[src/lccd_pkg.sv]
`timescale 1ns / 1ps
`default_nettype none

package lccd_pkg;

	localparam int TABLE_DEPTH     = 16;
	localparam int MAX_ENTRIES_DEF = 16;

	localparam int VAL_W  = 16;
	localparam int STK_W  = 8;
	localparam int AMT_W  = 24;
	localparam int PROD_W = VAL_W + STK_W;
	localparam int SUM_W  = PROD_W + $clog2(TABLE_DEPTH);

	localparam int IN_DATA_W  = 48;
	localparam int OUT_DATA_W = 56;

	localparam logic [1:0] OP_LOAD  = 2'd0;
	localparam logic [1:0] OP_DISP  = 2'd1;
	localparam logic [1:0] OP_CLEAR = 2'd2;

	typedef struct packed {
		logic [VAL_W-1:0] value;
		logic [STK_W-1:0] stock;
	} entry_t;

	typedef struct packed {
		logic             start;
		logic [VAL_W-1:0] den;
		logic [STK_W-1:0] stock;
		logic [AMT_W-1:0] amount;
	} div_req_t;

	typedef struct packed {
		logic             done;
		logic [STK_W-1:0] give;
		logic [AMT_W-1:0] gv;
	} div_rsp_t;

endpackage

`default_nettype wire

[src/lccd_table.sv]
`timescale 1ns / 1ps
`default_nettype none

module lccd_table import lccd_pkg::*; #(
	parameter int DEPTH = MAX_ENTRIES_DEF,
	parameter int IDX_W = 4
) (
	input  wire logic             clk,
	input  wire logic             we,
	input  wire logic [IDX_W-1:0] waddr,
	input  wire entry_t           wdata,
	input  wire logic             re,
	input  wire logic [IDX_W-1:0] raddr,
	output entry_t                rdata
);

	entry_t mem [DEPTH];

	always_ff @(posedge clk) begin
		if (we) begin
			mem[waddr] <= wdata;
		end
		if (re) begin
			rdata <= mem[raddr];
		end
	end

endmodule

`default_nettype wire

[src/lccd_quot.sv]
`timescale 1ns / 1ps
`default_nettype none

// Largest coin count g <= stock with g * den <= amount (zero if den is zero), one bit per cycle.
module lccd_quot import lccd_pkg::*; (
	input  wire logic     clk,
	input  wire logic     arst_n,
	input  wire div_req_t req,
	output div_rsp_t      rsp
);

	localparam int BIT_W = $clog2(STK_W);

	logic             busy_q;
	logic             done_q;
	logic [BIT_W-1:0] bit_q;
	logic [STK_W-1:0] g_q;
	logic [AMT_W-1:0] gv_q;
	logic [VAL_W-1:0] den_q;
	logic [STK_W-1:0] stk_q;
	logic [AMT_W-1:0] amt_q;

	logic [STK_W-1:0] trial_g;
	logic [AMT_W:0]   trial_gv;
	logic             take;

	assign trial_g  = g_q | (STK_W'(1) << bit_q);
	assign trial_gv = {1'b0, gv_q} + ((AMT_W + 1)'(den_q) << bit_q);
	assign take     = (den_q != '0) && (trial_g <= stk_q) && (trial_gv <= {1'b0, amt_q});

	always_ff @(posedge clk or negedge arst_n) begin
		if (!arst_n) begin
			busy_q <= 1'b0;
			done_q <= 1'b0;
			bit_q  <= '0;
		end else begin
			done_q <= 1'b0;
			if (req.start) begin
				busy_q <= 1'b1;
				bit_q  <= BIT_W'(STK_W - 1);
			end else if (busy_q) begin
				bit_q <= bit_q - 1'b1;
				if (bit_q == '0) begin
					busy_q <= 1'b0;
					done_q <= 1'b1;
				end
			end
		end
	end

	always_ff @(posedge clk) begin
		if (req.start) begin
			g_q   <= '0;
			gv_q  <= '0;
			den_q <= req.den;
			stk_q <= req.stock;
			amt_q <= req.amount;
		end else if (busy_q && take) begin
			g_q  <= trial_g;
			gv_q <= trial_gv[AMT_W-1:0];
		end
	end

	assign rsp.done = done_q;
	assign rsp.give = g_q;
	assign rsp.gv   = gv_q;

endmodule

`default_nettype wire

[src/limited_coin_change_dispenser_top.sv]
// Channel  | Dir | Handshake                   | Payload
// s_axis   | in  | s_axis_tvalid/s_axis_tready | tuser: operation; tdata: value, stock, amount
// m_axis   | out | m_axis_tvalid/m_axis_tready | tuser: refused; tlast: last; tdata: result
//
// The block works on one word at a time. A clear only resets the entry count. A load
// compares entries on the way down: each entry below the new one is shifted up,
// and the first entry not below it ends the search.
// A dispense over N entries first reads each entry and sums value times stock;
// if the sum covers the amount it then does, per entry, one table read, eight
// steps of the bit-serial coin-count unit, write-back and emit.
// Reset clears the entry count, the sequencer and the output valid; table contents
// are not cleared and only entries below the count are ever read.
// The input is taken whenever the sequencer is idle, even while a result waits on
// m_axis; a stalled m_axis holds the sequencer in its emit step.
`timescale 1ns / 1ps
`default_nettype none

module limited_coin_change_dispenser_top import lccd_pkg::*; #(
	parameter int MAX_ENTRIES = MAX_ENTRIES_DEF
) (
	input  wire logic                  clk,
	input  wire logic                  arst_n,
	input  wire logic                  s_axis_tvalid,
	output logic                       s_axis_tready,
	// [15:0] coin_value, [23:16] coin_stock, [47:24] change_amount
	input  wire logic [IN_DATA_W-1:0]  s_axis_tdata,
	// [1:0] operation
	input  wire logic [1:0]            s_axis_tuser,
	output logic                       m_axis_tvalid,
	input  wire logic                  m_axis_tready,
	// [15:0] slot_value, [23:16] coins_given, [31:24] coins_remaining, [55:32] leftover
	output logic [OUT_DATA_W-1:0]      m_axis_tdata,
	// [0] refused
	output logic                       m_axis_tuser,
	output logic                       m_axis_tlast
);

	// Capacity is the smaller of the parameter and the table depth.
	localparam int CAP   = (MAX_ENTRIES < TABLE_DEPTH) ? MAX_ENTRIES : TABLE_DEPTH;
	localparam int IDX_W = (CAP > 1) ? $clog2(CAP) : 1;
	localparam int CNT_W = $clog2(CAP + 1);

	localparam logic [3:0] ST_IDLE   = 4'd0;
	localparam logic [3:0] ST_LD_RD  = 4'd1;
	localparam logic [3:0] ST_LD_CMP = 4'd2;
	localparam logic [3:0] ST_LD_PUT = 4'd3;
	localparam logic [3:0] ST_SM_RD  = 4'd4;
	localparam logic [3:0] ST_SM_MUL = 4'd5;
	localparam logic [3:0] ST_SM_ACC = 4'd6;
	localparam logic [3:0] ST_SM_CHK = 4'd7;
	localparam logic [3:0] ST_DS_RD  = 4'd8;
	localparam logic [3:0] ST_DS_LD  = 4'd9;
	localparam logic [3:0] ST_DS_DIV = 4'd10;
	localparam logic [3:0] ST_EMIT   = 4'd11;

	typedef struct packed {
		logic             last;
		logic             refused;
		logic [AMT_W-1:0] leftover;
		logic [STK_W-1:0] remain;
		logic [STK_W-1:0] given;
		logic [VAL_W-1:0] slot;
	} res_t;

	logic [3:0]       state_q;
	logic [CNT_W-1:0] count_q;
	logic [CNT_W-1:0] idx_q;
	logic             m_valid_q;

	logic [VAL_W-1:0]  val_q;
	logic [STK_W-1:0]  stk_q;
	logic [AMT_W-1:0]  amt_q;
	logic [SUM_W-1:0]  total_q;
	logic [PROD_W-1:0] prod_s1;
	logic [VAL_W-1:0]  cur_val_q;
	logic [STK_W-1:0]  cur_stk_q;
	res_t              res_q;
	res_t              out_q;

	logic             in_acc;
	logic             out_free;
	logic             emit_go;
	logic [CNT_W-1:0] idx_m1;
	logic [CNT_W-1:0] idx_p1;
	logic             total_lt;

	logic             mem_we;
	logic [IDX_W-1:0] mem_waddr;
	entry_t           mem_wdata;
	logic             mem_re;
	logic [IDX_W-1:0] mem_raddr;
	entry_t           rd_data;

	div_req_t div_req;
	div_rsp_t div_rsp;

	assign s_axis_tready = (state_q == ST_IDLE);
	assign in_acc        = s_axis_tvalid && s_axis_tready;
	assign out_free      = !m_valid_q || m_axis_tready;
	assign emit_go       = (state_q == ST_EMIT) && out_free;
	assign idx_m1        = idx_q - 1'b1;
	assign idx_p1        = idx_q + 1'b1;
	assign total_lt      = total_q < SUM_W'(amt_q);

	// Table port steering. The sequencer never reads and writes one entry in the
	// same cycle, so no forwarding path is needed.
	always_comb begin
		mem_re    = (state_q == ST_LD_RD) || (state_q == ST_SM_RD) || (state_q == ST_DS_RD);
		mem_raddr = (state_q == ST_LD_RD) ? idx_m1[IDX_W-1:0] : idx_q[IDX_W-1:0];
		mem_we    = 1'b0;
		mem_waddr = idx_q[IDX_W-1:0];
		mem_wdata = rd_data;
		if ((state_q == ST_LD_CMP) && (rd_data.value < val_q)) begin
			// shift the smaller entry up one slot
			mem_we = 1'b1;
		end else if (state_q == ST_LD_PUT) begin
			mem_we          = 1'b1;
			mem_wdata.value = val_q;
			mem_wdata.stock = stk_q;
		end else if ((state_q == ST_DS_DIV) && div_rsp.done) begin
			// write back the reduced stock
			mem_we          = 1'b1;
			mem_wdata.value = cur_val_q;
			mem_wdata.stock = cur_stk_q - div_rsp.give;
		end
	end

	assign div_req.start  = (state_q == ST_DS_LD);
	assign div_req.den    = rd_data.value;
	assign div_req.stock  = rd_data.stock;
	assign div_req.amount = amt_q;

	lccd_table #(
		.DEPTH (CAP),
		.IDX_W (IDX_W)
	) u_table (
		.clk   (clk),
		.we    (mem_we),
		.waddr (mem_waddr),
		.wdata (mem_wdata),
		.re    (mem_re),
		.raddr (mem_raddr),
		.rdata (rd_data)
	);

	lccd_quot u_quot (
		.clk    (clk),
		.arst_n (arst_n),
		.req    (div_req),
		.rsp    (div_rsp)
	);

	// Sequencer
	always_ff @(posedge clk or negedge arst_n) begin
		if (!arst_n) begin
			state_q   <= ST_IDLE;
			count_q   <= '0;
			idx_q     <= '0;
			m_valid_q <= 1'b0;
		end else begin
			// load a new result word, or drop the one taken this cycle
			if (emit_go) begin
				m_valid_q <= 1'b1;
			end else if (m_axis_tready) begin
				m_valid_q <= 1'b0;
			end
			unique case (state_q)
				ST_IDLE: begin
					if (in_acc) begin
						unique case (s_axis_tuser)
							OP_LOAD: begin
								// drop a load into a full table
								if (count_q < CNT_W'(CAP)) begin
									idx_q   <= count_q;
									state_q <= (count_q == '0) ? ST_LD_PUT : ST_LD_RD;
								end
							end
							OP_DISP: begin
								idx_q   <= '0;
								state_q <= (count_q == '0) ? ST_SM_CHK : ST_SM_RD;
							end
							OP_CLEAR: begin
								count_q <= '0;
							end
							default: begin
							end
						endcase
					end
				end
				ST_LD_RD: begin
					state_q <= ST_LD_CMP;
				end
				ST_LD_CMP: begin
					// stop at the first entry not below the new one: equal ones stay ahead
					if (rd_data.value < val_q) begin
						idx_q   <= idx_m1;
						state_q <= (idx_q == CNT_W'(1)) ? ST_LD_PUT : ST_LD_RD;
					end else begin
						state_q <= ST_LD_PUT;
					end
				end
				ST_LD_PUT: begin
					count_q <= count_q + 1'b1;
					state_q <= ST_IDLE;
				end
				ST_SM_RD: begin
					state_q <= ST_SM_MUL;
				end
				ST_SM_MUL: begin
					state_q <= ST_SM_ACC;
				end
				ST_SM_ACC: begin
					if (idx_p1 == count_q) begin
						state_q <= ST_SM_CHK;
					end else begin
						idx_q   <= idx_p1;
						state_q <= ST_SM_RD;
					end
				end
				ST_SM_CHK: begin
					idx_q   <= '0;
					state_q <= (total_lt || (count_q == '0)) ? ST_EMIT : ST_DS_RD;
				end
				ST_DS_RD: begin
					state_q <= ST_DS_LD;
				end
				ST_DS_LD: begin
					state_q <= ST_DS_DIV;
				end
				ST_DS_DIV: begin
					if (div_rsp.done) begin
						state_q <= ST_EMIT;
					end
				end
				ST_EMIT: begin
					// hold here until the output register frees up
					if (out_free) begin
						if (res_q.last) begin
							state_q <= ST_IDLE;
						end else begin
							idx_q   <= idx_p1;
							state_q <= ST_DS_RD;
						end
					end
				end
				default: begin
					state_q <= ST_IDLE;
				end
			endcase
		end
	end

	// Datapath
	always_ff @(posedge clk) begin
		if (in_acc) begin
			val_q   <= s_axis_tdata[15:0];
			stk_q   <= s_axis_tdata[23:16];
			amt_q   <= s_axis_tdata[47:24];
			total_q <= '0;
		end
		if (state_q == ST_SM_MUL) begin
			prod_s1 <= PROD_W'(rd_data.value) * PROD_W'(rd_data.stock);
		end
		if (state_q == ST_SM_ACC) begin
			total_q <= total_q + SUM_W'(prod_s1);
		end
		if (state_q == ST_SM_CHK) begin
			// refused, or an empty table asked for nothing
			res_q.slot     <= '0;
			res_q.given    <= '0;
			res_q.remain   <= '0;
			res_q.refused  <= total_lt;
			res_q.leftover <= amt_q;
			res_q.last     <= 1'b1;
		end
		if (state_q == ST_DS_LD) begin
			cur_val_q <= rd_data.value;
			cur_stk_q <= rd_data.stock;
		end
		if ((state_q == ST_DS_DIV) && div_rsp.done) begin
			amt_q          <= amt_q - div_rsp.gv;
			res_q.slot     <= cur_val_q;
			res_q.given    <= div_rsp.give;
			res_q.remain   <= cur_stk_q - div_rsp.give;
			res_q.refused  <= 1'b0;
			res_q.leftover <= amt_q - div_rsp.gv;
			res_q.last     <= (idx_p1 == count_q);
		end
		if ((state_q == ST_EMIT) && out_free) begin
			out_q <= res_q;
		end
	end

	assign m_axis_tvalid = m_valid_q;
	assign m_axis_tdata  = {out_q.leftover, out_q.remain, out_q.given, out_q.slot};
	assign m_axis_tuser  = out_q.refused;
	assign m_axis_tlast  = out_q.last;

endmodule

`default_nettype wire

[config.mk]
export PLATFORM = sky130hd
export DESIGN_NAME = limited_coin_change_dispenser_top
export DESIGN_NICKNAME = d
export VERILOG_FILES = /design/src/lccd_pkg.sv /design/src/lccd_table.sv /design/src/lccd_quot.sv /design/src/limited_coin_change_dispenser_top.sv
export SDC_FILE = /design/constraint.sdc
export NUM_CORES = 1
export LEC_CHECK = 0
export ABC_AREA = 1
export BUFFER_PORTS_ARGS = -buffer_cell sky130_fd_sc_hd__clkbuf_2
export CAP_MARGIN = 20
export CORE_ASPECT_RATIO = 0.9
export CORE_MARGIN = 2
export CORE_UTILIZATION = 58
export CTS_CLUSTER_SIZE = 14
export DETAILED_ROUTE_END_ITERATION = 12
export PLACE_DENSITY = 0.79
export SYNTH_ARGS = -nofsm -noshare
export SYNTH_HDL_FRONTEND = slang
export SYNTH_SLANG_ARGS = --single-unit
[constraint.sdc]
create_clock -name clk -period 13.6 [get_ports clk]
set_clock_uncertainty 0.2 [all_clocks]
set_input_delay 2.04 -clock clk [delete_from_list [all_inputs] [get_ports clk]]
set_output_delay 2.04 -clock clk [all_outputs]
set_load 0.05 [all_outputs]
# Word-level counts from Yosys, hierarchy flattened
# Memories as Yosys holds them, arrays and structs flattened. A register that Yosys moved wholly into a read port is not among the register bits.
# Cells that the tools add are included.
[totals]
out_inout_bits = 60
ram_bits = 384
in_bits = 54
ff_bits = 316
memories = 1
[memory_table]
columns = ["name", "words", "word_bits", "rd", "rd_clocked_by_memory_dff", "wr", "line_no", "source"]
rows = [
  ["u_table.mem", 16, 24, 1, 1, 1, "lccd_table.sv:17", "entry_t mem [DEPTH];"],
]
[classes]
n_lt_le_gt_ge = 5
shifts = 2
n_bitwise = 1
addsub = 8
n_mux = 49
mul = 1
eq_ne = 24
reduce_logical = 27
[op_table]
columns = ["operator", "n"]
rows = [
  ["$mux 24", 5],
  ["$mux 58", 2],
  ["$mux 28", 2],
  ["$pmux 4 s11", 1],
  ["$mux 5", 8],
  ["$add 28x24->28", 1],
  ["$lt 28x24->1", 1],
  ["$add 24x25->25", 1],
  ["$le 25x24->1", 1],
  ["$pmux 5 s5", 1],
  ["$shl 16x3->25", 1],
  ["$mul 16x8->24", 1],
  ["$mux 4", 6],
  ["$sub 24x24->24", 1],
  ["$pmux 5 s2", 2],
  ["$eq 4x3->1 const B", 4],
  ["$eq 4x4->1 const B", 4],
  ["$lt 16x16->1", 1],
  ["$reduce_bool 16->1", 1],
  ["$mux 1", 13],
  ["$mux 2", 6],
  ["$reduce_bool 2->1", 6],
  ["$add 5x1->5 const B", 2],
  ["$eq 4x2->1 const B", 2],
  ["29 further kinds", 44],
]

# Depth between registers and ports, before layout
# Gate-level depths: netlist (run 1).
[logic_depth]
depth_word = 7
ltp_mapped = 34
ltp_nobuf = 31

# Hierarchy
# A second synthesis (run 1) with hierarchy kept.
[hier_totals]
cells_unflattened = 4502
area_unflattened_um2 = 41528.6
[by_module_without_submodules]
columns = ["module", "cells_per_inst", "area_per_inst_um2", "n_inst", "seq_area_each_um2"]
rows = [
  ["limited_coin_change_dispenser_top", 2154, 18500.2, 1, 7572.3],
  ["lccd_table", 1597, 17191.5, 1, 12251.8],
  ["lccd_quot", 751, 5836.8, 1, 2207.1],
]

# Worst setup path before layout (run 1)
# Ideal clock, no wire load.
[synth_timing]
path_type = "input -> register"
from = "in m_axis_tready"
to = "reg out_q, in the netlist m_axis_tdata[0] (enable)"
arrival_time_ps = 4515
setup_ps = 474
required_time_ps = 12926
path_slack_ps = 8411
cell_stages = 2
path_cell_list = "nor2_1 > nor2_1"
[synth_via]
elab_chain_len = 2
[synth_lines]
columns = ["element", "line_no", "source"]
rows = [
  ["start: declaration", "limited_coin_change_dispenser_top.sv:30", "input wire logic m_axis_tready,"],
  ["$logic_or 1x1->1", "limited_coin_change_dispenser_top.sv:99", "assign out_free = !m_valid_q || m_axis_tready;"],
  ["$logic_and 1x1->1", "-", ""],
  ["net emit_go", "limited_coin_change_dispenser_top.sv:82", "logic emit_go;"],
  ["end signal: assignment", "limited_coin_change_dispenser_top.sv:290", "out_q <= res_q;"],
  ["end: declaration", "limited_coin_change_dispenser_top.sv:78", "res_t out_q;"],
]
# The timed path passes the listed nets, and every way through them passes these cells.
# A chain may end at the register's enable or synchronous reset.

# Final worst setup path (run 1)
[layout_timing]
from = "reg u_quot.bit_q[1]"
to = "reg u_quot.gv_q[23]"
[layout_via]
elab_cells_between_ends = 9
cone_classes = "add/sub: 1; order compare: 2; shift: 2; bitwise: 1; reduce/logical: 3"
[layout_rtl]
columns = ["element", "line_no", "source"]
rows = [
  ["start: declaration", "lccd_quot.sv:16", "logic [BIT_W-1:0] bit_q;"],
  ["start signal: assignment", "lccd_quot.sv:40", "bit_q <= BIT_W'(STK_W - 1);"],
  ["start signal: assignment", "lccd_quot.sv:42", "bit_q <= bit_q - 1'b1;"],
  ["$shl 16x3->25", "lccd_quot.sv:28", "assign trial_gv = {1'b0, gv_q} + ((AMT_W + 1)'(den_q) << bit_q);"],
  ["$add 24x25->25", "lccd_quot.sv:28", ""],
  ["net u_quot.trial_gv[7]", "lccd_quot.sv:24", "logic [AMT_W:0] trial_gv;"],
  ["$le 25x24->1", "lccd_quot.sv:29", "assign take = (den_q != '0) && (trial_g <= stk_q) && (trial_gv <= {1'b0, amt_q});"],
  ["$logic_and 1x1->1", "lccd_quot.sv:29", ""],
  ["$logic_and 1x1->1", "lccd_quot.sv:58", "end else if (busy_q && take) begin"],
  ["end signal: assignment", "lccd_quot.sv:60", "gv_q <= trial_gv[AMT_W-1:0];"],
  ["end: declaration", "lccd_quot.sv:18", "logic [AMT_W-1:0] gv_q;"],
]
# The timed path passes the listed nets, and every way through them passes these cells.

==> results of run 1 <==
layer usage:
metal	vias up	global-route usage, %	wire [um]
met5	-	0	26
met4	4	11.83	4155
met3	278	7.287	12650
met2	1726	46.66	46100
met1	13780	42.29	40130
li1	13150	-	-
cell families (layout without fill, tap and decap cells):
family	Yosys count	after routing	share of synthesized area, %
buffers and inverters	638	784	6.641
DFF	724	724	55.53
xor gates and xnor gates	46	46	1.050
adders and majority gates	294	294	11.31
other	0	1	0
and+or+nand+nor	1188	1188	12.57
muxes	10	10	0.2608
AOI/OAI and AO/OA	841	841	12.64
worst max-delay path: cells and delay by family (launching register included):
kind	cells	cell delay (ns)
AO/OA/AOI/OAI	5	1.05
XOR/XNOR	1	0.23
adder cells (fa/ha/maj)	2	0.63
AND/OR/NAND/NOR	9	1.84
buffers and inverters	3	0.97
flip-flops	1	0.67
cell type report:
type                       count  share of cell area (%)
inverter                     481                   4.276
multi-input combinational   2379                   34.58
tap                          864                   2.552
timing repair buffer         168                   2.404
clock inverter                45                   1.158
clock buffer                  90                   4.731
sequential                   724                   50.30
antenna                        1                0.005906
sequential cells by signal, summed over array words and instances (netlist names), 5 cells and up:
name	count
m_axis_tdata	56
amt_q	24
u_quot.gv_q	24
u_quot.den_q	16
u_quot.g_q	8
count_q	5
stk_q	8
u_quot.stk_q	8
res_q	58
idx_q	5
u_quot.amt_q	24
total_q	28
u_table.rdata	24
u_table.mem	384
prod_s1	24
val_q	16
cell usage after synthesis, types with 2 or more instances:
master | n | area [um^2]
o22ai_1 | 31 | 193.9
a21oi_1 | 235 | 1176
o21ai_0 | 343 | 1717
buf_2 | 46 | 230.2
nand3_1 | 118 | 590.6
ha_1 | 206 | 2577
xor2_1 | 33 | 289.0
nor2_2 | 2 | 12.51
buf_6 | 6 | 67.56
dfrtp_1 | 20 | 500.5
a21boi_0 | 9 | 67.56
clkbuf_1 | 86 | 322.8
nor2_1 | 389 | 1460
and3_1 | 2 | 12.51
o221ai_1 | 74 | 648.1
nor3b_1 | 2 | 15.01
buf_1 | 6 | 22.52
nand3b_1 | 7 | 52.55
fa_1 | 88 | 1762
o211ai_1 | 29 | 217.7
o21ai_1 | 43 | 215.2
o21bai_1 | 12 | 90.09
nor4_1 | 14 | 87.58
edfxtp_1 | 671 | 20150
nand2_2 | 6 | 37.54
nor3_1 | 39 | 195.2
a221oi_1 | 21 | 183.9
nand4_1 | 21 | 131.4
a31oi_1 | 8 | 50.05
o21ai_2 | 2 | 17.52
nand2_1 | 584 | 2192
o31ai_1 | 2 | 15.01
mux2i_1 | 10 | 100.1
xnor2_1 | 13 | 113.9
a21o_1 | 13 | 97.59
o21a_1 | 6 | 45.04
dfxtp_1 | 33 | 660.6
buf_4 | 13 | 97.59
a31o_2 | 2 | 17.52
inv_1 | 474 | 1779
a211oi_1 | 4 | 30.03
inv_2 | 5 | 18.77
or2_2 | 3 | 18.77
per-stage QoR:
step	cell area (um^2)	std cells	utilization, %	setup WS, ns	hold slack (ns)
floorplan	38380	3741	-	8.411	0.2003
global placement	39760	4606	60.72	8.164	0.2022
detailed placement	39780	4607	60.76	8.060	0.2045
CTS	42280	4742	64.57	8.051	0.2188
global route	42370	4751	64.70	7.331	0.2268
finish	42370	4752	64.71	7.902	0.2135
final timing paths:
path                            startpoint               to  slack (ns)  cells past startpoint
setup / recovery           u_quot.bit_q[1]  u_quot.gv_q[23]        7.90                     20
hold / removal                    res_q[9]  m_axis_tdata[9]        0.21                      0
hold reg to reg                   res_q[9]  m_axis_tdata[9]        0.21                      0
setup reg to reg           u_quot.bit_q[1]  u_quot.gv_q[23]        7.90                     20
max in group asynchronous           arst_n       count_q[1]       11.59                      1
min in group asynchronous           arst_n         idx_q[1]        1.20                      1
==> results.py, run 1 <==
metrics = {
    "run_status": {
        "status": "complete, no violations",
    },
    "grt": {
        "grt_max_degree": 105,
        "grt_pass1_wl_mm": 157.2,
        "grt_usage_pct": 30.44,
        "grt_antenna_before_repair": 3,
        "overflow": 0,
        "grt_pass1_vias": 27420,
    },
    "worst_setup_path": {
        "cp.arrival_ns": 6.03,
        "path_common_cell": "o21ai_0",
        "crit_slowest_cell": "dfrtp_1",
        "crit_required_ns": 13.94,
        "endpoint_kind": "flop",
        "worst-path-max-fanout": 47,
        "cpPeakStageDelay_ns": 0.67,
        "critical_path_class": "reg2reg",
        "crit_chain": "inv_1 > nand2_1 > o21ai_0 > o21ai_0 > ha_1 > a21oi_1 > o21ai_0 > nor2_1 > o21ai_0 > xor2_1 > inv_1 > ha_1 > nand2_1 > nor4_1 > nand4_1 > nand2_1 > buf_4 > nand2_2 > nor2_1 > nor2_1",
        "startpoint_type": "flop",
    },
    "job": {
        "drv_cap": 0,
    },
    "synth": {
        "synth_area_mm2": 0.03838,
        "syn_nets": 4089,
        "ys_types": 53,
        "avgSynthCellArea_um2": 10.26,
        "synth_edf_count": 671,
        "ys_seq_elements": 724,
        "synthCells": 3741,
        "synth-main-ff-cell": "edfxtp_1",
        "synth_warnings": 0,
        "seq_area_frac_synth_pct": 55.53,
        "synthArstFlopShare_pct": 2.762,
    },
    "timing": {
        "max_freq_ghz": 0.1755,
        "period_minus_slack_ns": 5.698,
        "setup_viol": 0,
        "worst_pin_slew_ns": 1.111,
        "rsz0062_at_grt": "false",
        "relSlewSlack_pct": 25.97,
        "hold_viol": 0,
        "drv_slew": 0,
        "timing.final.crit_share_pct": 41.90,
        "tns_ns": 0,
    },
    "floorplanning": {
        "ioPinCount": 114,
        "die_y_um": 248.0,
        "core_mm2": 0.06548,
        "die_w_um": 275.1,
        "row_count": 89,
        "die_area_mm2": 0.06824,
        "initial_core_util_pct": 58.61,
    },
    "placed_design": {
        "io_buffers": 113,
        "globalplace.congestion": 1.008,
        "place_hpwl_mm": 67.63,
    },
    "clock_network": {
        "clock_latency_ns": 0.64,
        "cts_buffers": 75,
        "cts.sinks": 724,
        "ctsRootBufferMaster": "clkbuf_16",
        "max-clock-path-buffers": 3,
        "post_cts_buffers": 0,
        "cts_hold_buf": 0,
        "cts_tree": "yes",
        "path_clk_slew_ns": 0.07,
        "htree_levels": 3,
        "post_cts_resized": 0,
    },
    "routing": {
        "drtAntennaViolNets": 0,
        "drt_iter0_markers": 3909,
        "num_vias": 28940,
        "wl_per_cell_um": 21.69,
        "dr.pass1.iters": 6,
        "drc_errors": 0,
        "wl_mm": 103.1,
        "vias_per_cell": 6.089,
    },
    "final_layout": {
        "fillers": 4978,
        "multi_input_area_mm2": 0.01465,
        "layout_commonest_cell": "edfxtp_1",
        "most-common-layout-cells": "edfxtp_1 (671), nand2_1 (582), inv_1 (473)",
        "nets": 4177,
        "drive_gt1_share_pct": 8.593,
        "area_growth_pct": 10.40,
        "ff_latch_area_mm2": 0.02131,
    },
    "hold_path": {
        "min_path_type": "reg2reg",
    },
}
Power of run 1 is not shown: default switching activity piles up to over one toggle a cycle in this logic, so the estimate is an artifact.
==> inputs of run 2 (changes only) <==
Settings changed: CORE_UTILIZATION 58 to 57, PLACE_DENSITY 0.79 to 0.81.
Clock period 13.6 ns to 5.2 ns, I/O delays scaled along.
==> run 2 against run 1 <==
Net effect: critical path depth stayed put; via count is 0.19% higher; non-clock buffer count is 69 higher; hold slack worse by 0.098 ns; worst setup slack worse by 7.7 ns; first-iteration DRC count is 4.7% higher; core utilization is 0.51 points lower; routed wire length is 0.21% lower; sequential cell count stayed put; global-route usage is 1.0 points lower; die area is 1.7% higher; count of clock-buffer cells in the layout is 3 lower; critical endpoint is now prod_s1[20].
==> results.py, run 2 (synthesized netlist as in run 1, its figures left out) <==
metrics = {
    "run_status": {
        "status": "complete, no violations",
    },
    "timing": {
        "timing.final.crit_share_pct": 95.74,
        "max_freq_ghz": 0.2009,
        "relSlewSlack_pct": 24.74,
        "setup_viol": 0,
        "hold_ws_ns": 0.1155,
        "period_minus_slack_ns": 4.979,
        "rsz0062_at_grt": "true",
        "drv_slew": 0,
        "worst_pin_slew_ns": 1.114,
        "hold_viol": 0,
    },
    "worst_setup_path": {
        "worst-path-max-fanout": 7,
        "r2r.worst_path.cells": 20,
        "rrSetupSlack_ns": 0.22,
        "timing.rr.end": "prod_s1[20]",
        "endpoint_kind": "flop",
        "startpoint_type": "flop",
        "critical_path_class": "reg2reg",
        "r2r_start": "u_table.rdata[3]",
        "crit_required_ns": 5.37,
        "cp.arrival_ns": 5.15,
    },
    "final_layout": {
        "area_growth_pct": 11.71,
        "post-route-cell-area_mm2": 0.04287,
        "most-common-layout-cells": "edfxtp_1 (671), nand2_1 (582), inv_1 (473)",
        "top_register": "u_table.mem",
        "drive_gt1_share_pct": 10.07,
        "final_cells": 4826,
        "antenna_cells": 0,
        "nets": 4244,
        "layout_commonest_cell": "edfxtp_1",
        "largest_reg_flops": 384,
    },
    "clock_network": {
        "cts.sinks": 724,
        "clock_latency_ns": 0.64,
        "max-clock-path-buffers": 3,
        "ctsRootBufferMaster": "clkbuf_16",
        "cts_buffers": 73,
        "cts_tree": "yes",
        "htree_levels": 3,
        "path_clk_slew_ns": 0.07,
    },
    "floorplanning": {
        "die_area_mm2": 0.06942,
        "ioPinCount": 114,
        "initial_core_util_pct": 57.47,
        "die_y_um": 250.2,
        "die_w_um": 277.5,
        "core_mm2": 0.06678,
        "row_count": 90,
    },
    "routing": {
        "wl_mm": 102.8,
        "vias_per_cell": 6.007,
        "dr.pass1.iters": 6,
        "wl_per_cell_um": 21.31,
        "drc_errors": 0,
        "drt_iter0_markers": 4092,
        "num_vias": 28990,
        "drtAntennaViolNets": 0,
    },
    "placed_design": {
        "io_buffers": 113,
        "dp.cells": 4662,
        "globalplace.congestion": 0.9658,
        "place_hpwl_mm": 69.18,
        "place_area_mm2": 0.04017,
    },
    "grt": {
        "overflow": 0,
        "grt_pass1_wl_mm": 157.2,
        "grt_pass1_vias": 28230,
        "grt_max_degree": 132,
        "grt_antenna_before_repair": 0,
        "grt_usage_pct": 29.41,
    },
    "hold_path": {
        "holdPathStages": 1,
        "min_path_type": "in2reg",
        "worstHoldEndpoint": "stk_q[4]",
        "worstHoldStart": "s_axis_tdata[20]",
    },
    "job": {
        "drv_cap": 0,
    },
}
run 2: changes by cell type in the layout (fill, tap and decap cells not counted), sizes merged:
cell         delta
clkbuf          -3
dlygate4sd3     +1
inv             -2
buf            +68
clkinv          +1
diode           -1
run 2: routing by layer:
| metal | up-vias | global-route usage (%) | part of all wire (%) |
|---|---|---|---|
| met5 | - | 0 | 0 |
| li1 | 13280 | - | - |
| met4 | 0 | 13.06 | 4.3 |
| met2 | 1704 | 47.21 | 47 |
| met1 | 13740 | 39.08 | 38 |
| met3 | 271 | 5.830 | 11 |
run 2: stage by stage:
step | utilization, % | worst slack (ns) | setup TNS [ns]
2_1_floorplan | - | 0.3438 | 0
3_3_place_gp | 60.15 | 0.2612 | 0
3_5_place_dp | 60.15 | 0.1017 | 0
4_1_cts | 63.78 | 0.08006 | 0
5_1_grt | 64.20 | -0.07445 | -0.07672
6_report | 64.20 | 0.2215 | 0
run 2: worst max-delay path by stage:
stage,depth (start not counted),to,startpoint
global route,19,prod_s1[20],u_table.rdata[5]
CTS,18,prod_s1[20],u_table.rdata[7]
floorplan,15,prod_s1[16],u_table.rdata[7]
detailed placement,18,prod_s1[20],u_table.rdata[4]
global placement,18,prod_s1[20],u_table.rdata[4]
finish,20,prod_s1[20],u_table.rdata[3]
run 2: critical path, stage by stage (launching register included):
cell	delay, ns
edfxtp_1	0.55
buf_12	0.21
nand2_1	0.05
inv_1	0.06
fa_1	0.52
inv_1	0.06
fa_1	0.47
fa_1	0.54
inv_1	0.05
fa_1	0.47
ha_1	0.37
nand2_1	0.14
inv_1	0.05
a21boi_0	0.23
o21ai_1	0.12
a31oi_1	0.23
o21bai_1	0.13
nand2_1	0.09
nand2_1	0.05
nand2_1	0.06
nand2_1	0.05
run 2: timing repair:
| action | 4_1_cts | 5_1_grt |
|---|---|---|
| endpoints found under the hold margin | 20 | 0 |
| setup buffers | 0 | 29 |
| setup endpoints to repair | 0 | 37 |
| gates resized for setup | 0 | 9 |
| hold buffers | 1 | 0 |
run 2: cell type report:
class	instances	area [um^2]
Fill cell	5032	23910
Tap cell	874	1094
Clock buffer	87	1879
Timing Repair Buffer	237	1578
Clock inverter	44	536.8
Inverter	481	1812
Multi-Input combinational cell	2379	14660
Sequential cell	724	21310
Power of run 2 is left out for the same reason.
